===== src/design/tpmt_pkg.sv =====
// ----------------------------------------------------------------------------
// tpmt_pkg
// Shared codes and types for the ternary priority match table.
// ----------------------------------------------------------------------------
package tpmt_pkg;

  // Operation codes carried on the input tuser
  localparam logic [1:0] ACT_SEARCH = 2'd0;
  localparam logic [1:0] ACT_INSERT = 2'd1;
  localparam logic [1:0] ACT_DELETE = 2'd2;
  localparam logic [1:0] ACT_NOP    = 2'd3;

  // Verdict of the entry compare unit
  typedef struct packed {
    logic hit;     // entry valid and key matches under its mask
    logic better;  // hit and beats the current best
  } cmp_t;

endpackage


===== src/design/tpmt_match.sv =====
// ----------------------------------------------------------------------------
// tpmt_match
// Entry compare unit: ternary key match of one entry and priority compare
// against the running best of a search.
// ----------------------------------------------------------------------------
module tpmt_match #(
  parameter int KEY_BITS  = 32,
  parameter int PRIO_BITS = 8
) (
  input  logic                 ent_valid,
  input  logic [KEY_BITS-1:0]  ent_key,
  input  logic [KEY_BITS-1:0]  ent_mask,
  input  logic [PRIO_BITS-1:0] ent_prio,
  input  logic [KEY_BITS-1:0]  key,
  input  logic                 found,
  input  logic [PRIO_BITS-1:0] best_prio,
  output tpmt_pkg::cmp_t       res
);

  logic key_eq;

  // masked search key against the stored key
  assign key_eq = ((key & ent_mask) == ent_key);

  // strictly larger priority wins, so ties keep the lower slot
  always_comb begin
    res.hit    = ent_valid && key_eq;
    res.better = res.hit && (!found || (ent_prio > best_prio));
  end

endmodule


===== config.mk =====
export PLATFORM = sky130hd
export DESIGN_NAME = tpmt_match
export DESIGN_NICKNAME = d
export VERILOG_FILES = /design/src/design/tpmt_pkg.sv /design/src/design/tpmt_match.sv
export SDC_FILE = /design/constraint.sdc
export NUM_CORES = 1
export LEC_CHECK = 0
export BUFFER_PORTS_ARGS = -buffer_cell sky130_fd_sc_hd__clkbuf_2
export CORE_ASPECT_RATIO = 0.75
export CORE_MARGIN = 8
export CORE_UTILIZATION = 29
export DETAILED_ROUTE_END_ITERATION = 12
export PLACE_DENSITY = 0.89
export SLEW_MARGIN = 10
export SYNTH_ARGS = -nofsm -noshare
export SYNTH_HDL_FRONTEND = slang
export SYNTH_SLANG_ARGS = --single-unit

===== constraint.sdc =====
create_clock -name vclk -period 1.4
set_clock_uncertainty 0.15 [all_clocks]
set_input_delay 0.07 -clock vclk [all_inputs]
set_output_delay 0.07 -clock vclk [all_outputs]
set_load 0.01 [all_outputs]

Word level (Yosys, flattened, before mapping)
Index checks and enable logic that the tools add are counted.
Word-level totals
  register bits: 0
Cells by class
  $lt $le $gt $ge: 1
  equal/unequal tests: 1
  bitwise gates (word level): 1
  reduce and logical (&&, ||, !) cells: 4
Operator list (number)
  bitwise AND 32 bit: 1
  equality test 32 bit: 1
  > comparator 8 bit: 1
  logical AND 1 bit: 2
  logical NOT 1 bit: 1
  logical OR 1 bit: 1

Depth between registers and ports, before layout
Gate-level depths: netlist of the first run.
  depth in word-level cells: 4
  gate-level depth with buffers: 7
  gate-level depth less buffers: 7

Worst setup path after synthesis of the first run
Ideal clock, no wire load.
  path type: input to output
  start point: in best_prio[1]
  end point: out res[0] (netlist name)
  arrival: 1.218 ns
  data required time: 1.180 ns
  slack: -0.038 ns
  cell stages on the path: 7
  path buffers: 0
  cell sequence: inv_1 ha_1 nor2b_1 o21a_1 o21ai_0 a21oi_1 o311a_1
RTL lines
  from (decl): line tpmt_match.sv:16  | input logic [PRIO_BITS-1:0] best_prio,
  to (decl): line tpmt_match.sv:17  | output tpmt_pkg::cmp_t res

==> results of run 1 <==
## tightest hold or removal path: stages
cell	delay, ps
clkbuf_2	90
nand2b_1	70
o311a_1	160
clkbuf_2	130
## layer usage
metal  vias up  share of wire (%)  GRT usage (%)
li1        690                  -              -
met1       575                 37           12.9
met2        63                 53           30.0
met3         0                9.7           5.10
met4         0                  0          0.545
met5         -                  0              0
## power breakdown
group	internal [W]	switching, W	total [W]	leakage, nW
logic	0.000210	0.000139	0.000349	0.927
clock network	0	0	0	0
registers	0	0	0	0
total	0.000210	0.000139	0.000349	0.927
## kinds of logic after synthesis
kind of cell	Yosys count	synth area share, %
and+or+nand+nor	48	35.3
AOI/OAI and AO/OA	46	42.5
buffers and inverters	9	4.22
adders and majority gates	8	12.5
xor gates and xnor gates	5	5.47
## through the flow
stage / hold WS, ps / setup WS (ps) / util (%) / std cells
2_1_floorplan: 243 / 21.1 / - / 116
3_3_place_gp: 429 / -188 / 55.0 / 270
3_5_place_dp: 440 / -189 / 55.0 / 270
4_1_cts: 442 / -161 / 55.0 / 270
5_1_grt: 502 / -281 / 56.0 / 270
6_report: 443 / -155 / 56.0 / 270
## synth_stat cells
cell / instances
and2_2: 1
a21boi_0: 7
and3b_2: 1
inv_1: 9
a211oi_1: 4
nor2b_1: 1
nand2_1: 10
and3_1: 12
nand2b_1: 1
a2bb2oi_1: 1
and3b_1: 5
o21a_1: 1
nor4_2: 1
ha_1: 8
nor2_1: 3
o311a_1: 1
a211oi_2: 4
o21ai_0: 2
nand4_1: 6
a21o_1: 6
xor2_1: 5
nand3_1: 7
o22a_1: 7
a21oi_1: 13
## timing repair
item	4_1_cts	5_1_grt
gates resized for setup	1	7
pin swaps	0	4
endpoints found under the setup margin	2	2
## cell type report
type               count  area [um^2]
well taps             36         45.0
inverters              9         33.8
fillers              273         1150
repair buffers       118          608
multi-input cells    107          782
## worst max path at each step
stage | slack [ps] | endpoint | cells after the start
after floorplan | 20 | res[0] | 7
after global routing | -280 | res[0] | 9
after detailed placement | -190 | res[0] | 9
after global placement | -190 | res[0] | 9
final | -150 | res[0] | 9
after CTS | -160 | res[0] | 9
==> impl_metrics.toml, run 1 <==
[outcome]
run_status = "complete, but fails checks"
violations = "setup timing"

[worst_setup_path]
start_kind = "primary input"
path_buf_inv = 3
arrival_ps = 1330
crit_top_cell = "clkbuf_2"
crit_start = "best_prio[1]"
crit_path_max_fanout = 2
end_kind = "primary output"
crit_chain = "clkbuf_2 -> inv_1 -> ha_1 -> nor2b_1 -> o21a_1 -> o21ai_1 -> a21oi_1 -> o311a_1 -> clkbuf_2"
critPathMaxStageDelay_ps = 280
crit_family = "compound AO/OA/AOI/OAI gates"
worst_path_max_delay_cell = "o311a_1"
worstSetupPathType = "primary input to primary output"
cp.required_ps = 1180

[pwr]
report.power.total_w = 0.000349
powerDensity_mw_per_mm2 = 238
leakage_nw = 0.927
ir_drop_mv = 0.118

[layout]
clockBufferCount = 0
final_cell_area_mm2 = 0.00147
layout_commonest_cell = "clkbuf_2"
layout_common_cells = "114 x clkbuf_2, 13 x a21oi_1, 12 x and3_1"
layout.nets = 358
design.seq.count = 0
drive_above_1_share_pct = 53.8
diodes = 0
seq_area_um2 = 0
area_delta_synth_final_pct = 83.4

[sta]
tightestPinTransition_ps = 239
drv_slew = 0
relSlewSlack_pct = 83.9
fin_crit_ps = 1550
fin_crit_sh_pct = 111
setup_viol = 2
timing.final.ws_setup_ps = -155
tns_ps = -221
fmax_mhz = 643
rsz0062_at_grt = "true"
hold_viol_final = 0

[logic_synthesis]
synth_area_leaders = "ha_1 13%, and3_1 9.4%, a21oi_1 8.1%, o22a_1 7.7%, a21boi_0 6.6%"
ys_seq_area_share_pct = 0
syn-cell-area_um2 = 801
synth_top_area_cell = "ha_1"
synthDominantCellAreaShare_pct = 12.5
ys_warn_count = 0
synth_area_per_cell_um2 = 6.90
synth_nets = 238
postSynthCellCount = 116
synth_cell_types = 24

[clock_tree]
post-cts-setup-buffers = 0
cts_hold_buf = 0

[routing]
ant_nets = 0
drt-wirelength-per-cell_um = 12.8
vias = 1328
avgViaCountPerCell = 4.92
drt_iter0_markers = 10
wirelength_um = 3450
first_pass_iters = 4
drt_drc_violations_left = 0

[grt]
grt_pass1_wl_um = 5720
grt_max_degree = 3
grt_overflow = 0
antenna_found_initial = 0
gr-usage-all-layers_pct = 13.9
grt_pass1_vias = 1530

[floorplanning]
ios = 116
rows = 16
die_h_um = 61.5
die_w_um = 76.7
dieArea_mm2 = 0.00472
initial_core_util_pct = 30.5
core-area_mm2 = 0.00262

[place]
post_dp_cell_area_mm2 = 0.00144
io_buffers = 116
place_hpwl_um = 3370
gp_congestion = 0.788

[hold_path]
hold_depth = 4
hold_path_end = "res[0]"
hp-class = "primary input to primary output"
min-delay-start = "found"

[job]
drv_cap = 0
No activity file was read; power rests on OpenSTA's default activity.
==> run 2, diff against run 1 <==
--- a/config.mk
+++ b/config.mk
@@ -11,6 +11,7 @@
 export CORE_UTILIZATION = 29
 export DETAILED_ROUTE_END_ITERATION = 12
 export PLACE_DENSITY = 0.89
+export REMOVE_ABC_BUFFERS = 1
 export SLEW_MARGIN = 10
 export SYNTH_ARGS = -nofsm -noshare
 export SYNTH_HDL_FRONTEND = slang
==> run 2 against run 1 <==
The run still ends with setup timing left. Fmax increased by 0.86%. Clock-buffer cell count unchanged. Worst setup slack improved by 13 ps. Wire length decreased by 2.8%. Non-clock buffer count unchanged. Critical path type unchanged.
==> impl_metrics.toml, run 2 (same netlist as run 1, synthesis figures left out) <==
[outcome]
run_status = "complete, but fails checks"
violations = "setup timing"

[layout]
final_cell_area_mm2 = 0.00149
layout.nets = 358
area_delta_synth_final_pct = 85.6
design.seq.count = 0
layout_common_cells = "114 x clkbuf_2, 13 x a21oi_1, 12 x and3_1"
layout_commonest_cell = "clkbuf_2"
diodes = 0
drive_above_1_share_pct = 55.1
seq_area_um2 = 0
post-route-util_pct = 56.7
clockBufferCount = 0

[floorplanning]
die_w_um = 76.7
core-area_mm2 = 0.00262
dieArea_mm2 = 0.00472
rows = 16
initial_core_util_pct = 30.5
die_h_um = 61.5
ios = 116

[grt]
grt_max_degree = 3
gr-usage-all-layers_pct = 13.0
grt_pass1_vias = 1378
antenna_found_initial = 0
grt_overflow = 0
grt_pass1_wl_um = 5370

[routing]
wirelength_um = 3360
drt_iter0_markers = 6
avgViaCountPerCell = 4.94
vias = 1334
first_pass_iters = 2
drt_drc_violations_left = 0
drt-wirelength-per-cell_um = 12.4
ant_nets = 0

[place]
post_dp_cell_area_mm2 = 0.00144
pre_cts_slack_ps = -250
place_hpwl_um = 3270
gp_congestion = 0.805
io_buffers = 116

[hold_path]
min-delay-start = "found"
hold_path_end = "res[0]"
hp-class = "primary input to primary output"
hold_depth = 4

[worst_setup_path]
crit_top_cell = "clkbuf_2"
worstSetupPathType = "primary input to primary output"
end_kind = "primary output"
crit_chain = "clkbuf_2 -> inv_2 -> ha_4 -> nor2b_1 -> o21a_1 -> o21ai_1 -> a21oi_1 -> o311a_1 -> clkbuf_2"
worst_path_max_delay_cell = "o311a_1"
start_kind = "primary input"
arrival_ps = 1320
critPathMaxStageDelay_ps = 280
cp.required_ps = 1180
crit_path_max_fanout = 2

[pwr]
p_int_w = 0.000212
ir_drop_mv = 0.115
leakage_nw = 0.927
p_clk_share_pct = 0
powerDensity_mw_per_mm2 = 237
seq_power_share_pct = 0
p_comb_share_pct = 100.0
p_sw_share_pct = 39.8
power_switching_w = 0.000140

[sta]
setup_viol = 2
drv_slew = 0
hold_viol_final = 0
rsz0062_at_grt = "true"
fmax_mhz = 649
fin_crit_ps = 1540
tns_ps = -218
fin_crit_sh_pct = 110
tightestPinTransition_ps = 245
timing.final.ws_setup_ps = -142
relSlewSlack_pct = 83.5

[job]
drv_cap = 0

[clock_tree]
post-cts-setup-buffers = 0
==> run 2: changes by cell type in the layout (fill, tap and decap cells not counted) <==
| cell | change |
|---|---|
| a211oi_2 | +1 |
| a211oi_1 | -1 |
| ha_4 | +1 |
| ha_1 | -1 |
| inv_2 | +1 |
| inv_1 | -1 |
==> run 2: cell type report <==
cell class | count | area (um^2)
Timing Repair Buffer | 118 | 608
Tap cell | 36 | 45.0
Inverter | 9 | 33.8
Fill cell | 260 | 1140
Multi-Input combinational cell | 107 | 800
==> run 2: metrics by stage <==
stage	power (W)	hold WS, ps	instances
after CTS	0.000353	441	270
final	0.000353	435	270
after detailed placement	0.000343	414	270
after global placement	0.000331	412	270
after global routing	0.000397	470	270
after floorplan	0.000138	220	116
==> run 2: how the worst max path moves through the flow <==
stage	to	startpoint	cells after the start
3_3_place_gp	res[0]	best_prio[1]	9
2_1_floorplan	res[0]	best_prio[1]	7
3_5_place_dp	res[0]	best_prio[1]	9
4_1_cts	res[0]	best_prio[1]	9
6_report	res[0]	best_prio[1]	9
5_1_grt	res[0]	key[28]	7
==> run 2: worst max-delay path: cells and delay by family <==
kind | cells | cell delay [ps]
and+or+nand+nor | 1 | 120
AOI/OAI and AO/OA | 4 | 650
buffers and inverters | 3 | 250
adders and majority gates | 1 | 220
==> run 2: routing by layer <==
layer / wire, um / track usage (%) / share of wire (%) / vias to the layer above
li1: - / - / - / 692
met2: 1640 / 24.4 / 49 / 65
met5: 0 / 0 / 0 / -
met3: 371 / 5.83 / 11 / 0
met1: 1340 / 13.9 / 40 / 577
met4: 0 / 0.817 / 0 / 0
==> run 2: power by group through the flow <==
stage	Clock [W]	Combinational [W]	Sequential, W
6_report	0	0.000353	0
5_1_grt	0	0.000397	0
4_1_cts	0	0.000353	0
3_5_place_dp	0	0.000343	0
3_3_place_gp	0	0.000331	0
2_1_floorplan	0	0.000138	0
==> run 2: what timing repair did <==
action | in CTS | in global routing
hold buffers | 0 | 0
resized for setup | 6 | 5
gates cloned | 0 | 0
endpoints found under the setup margin | 2 | 2
hold endpoints to repair | 0 | 0
pin swaps | 7 | 4
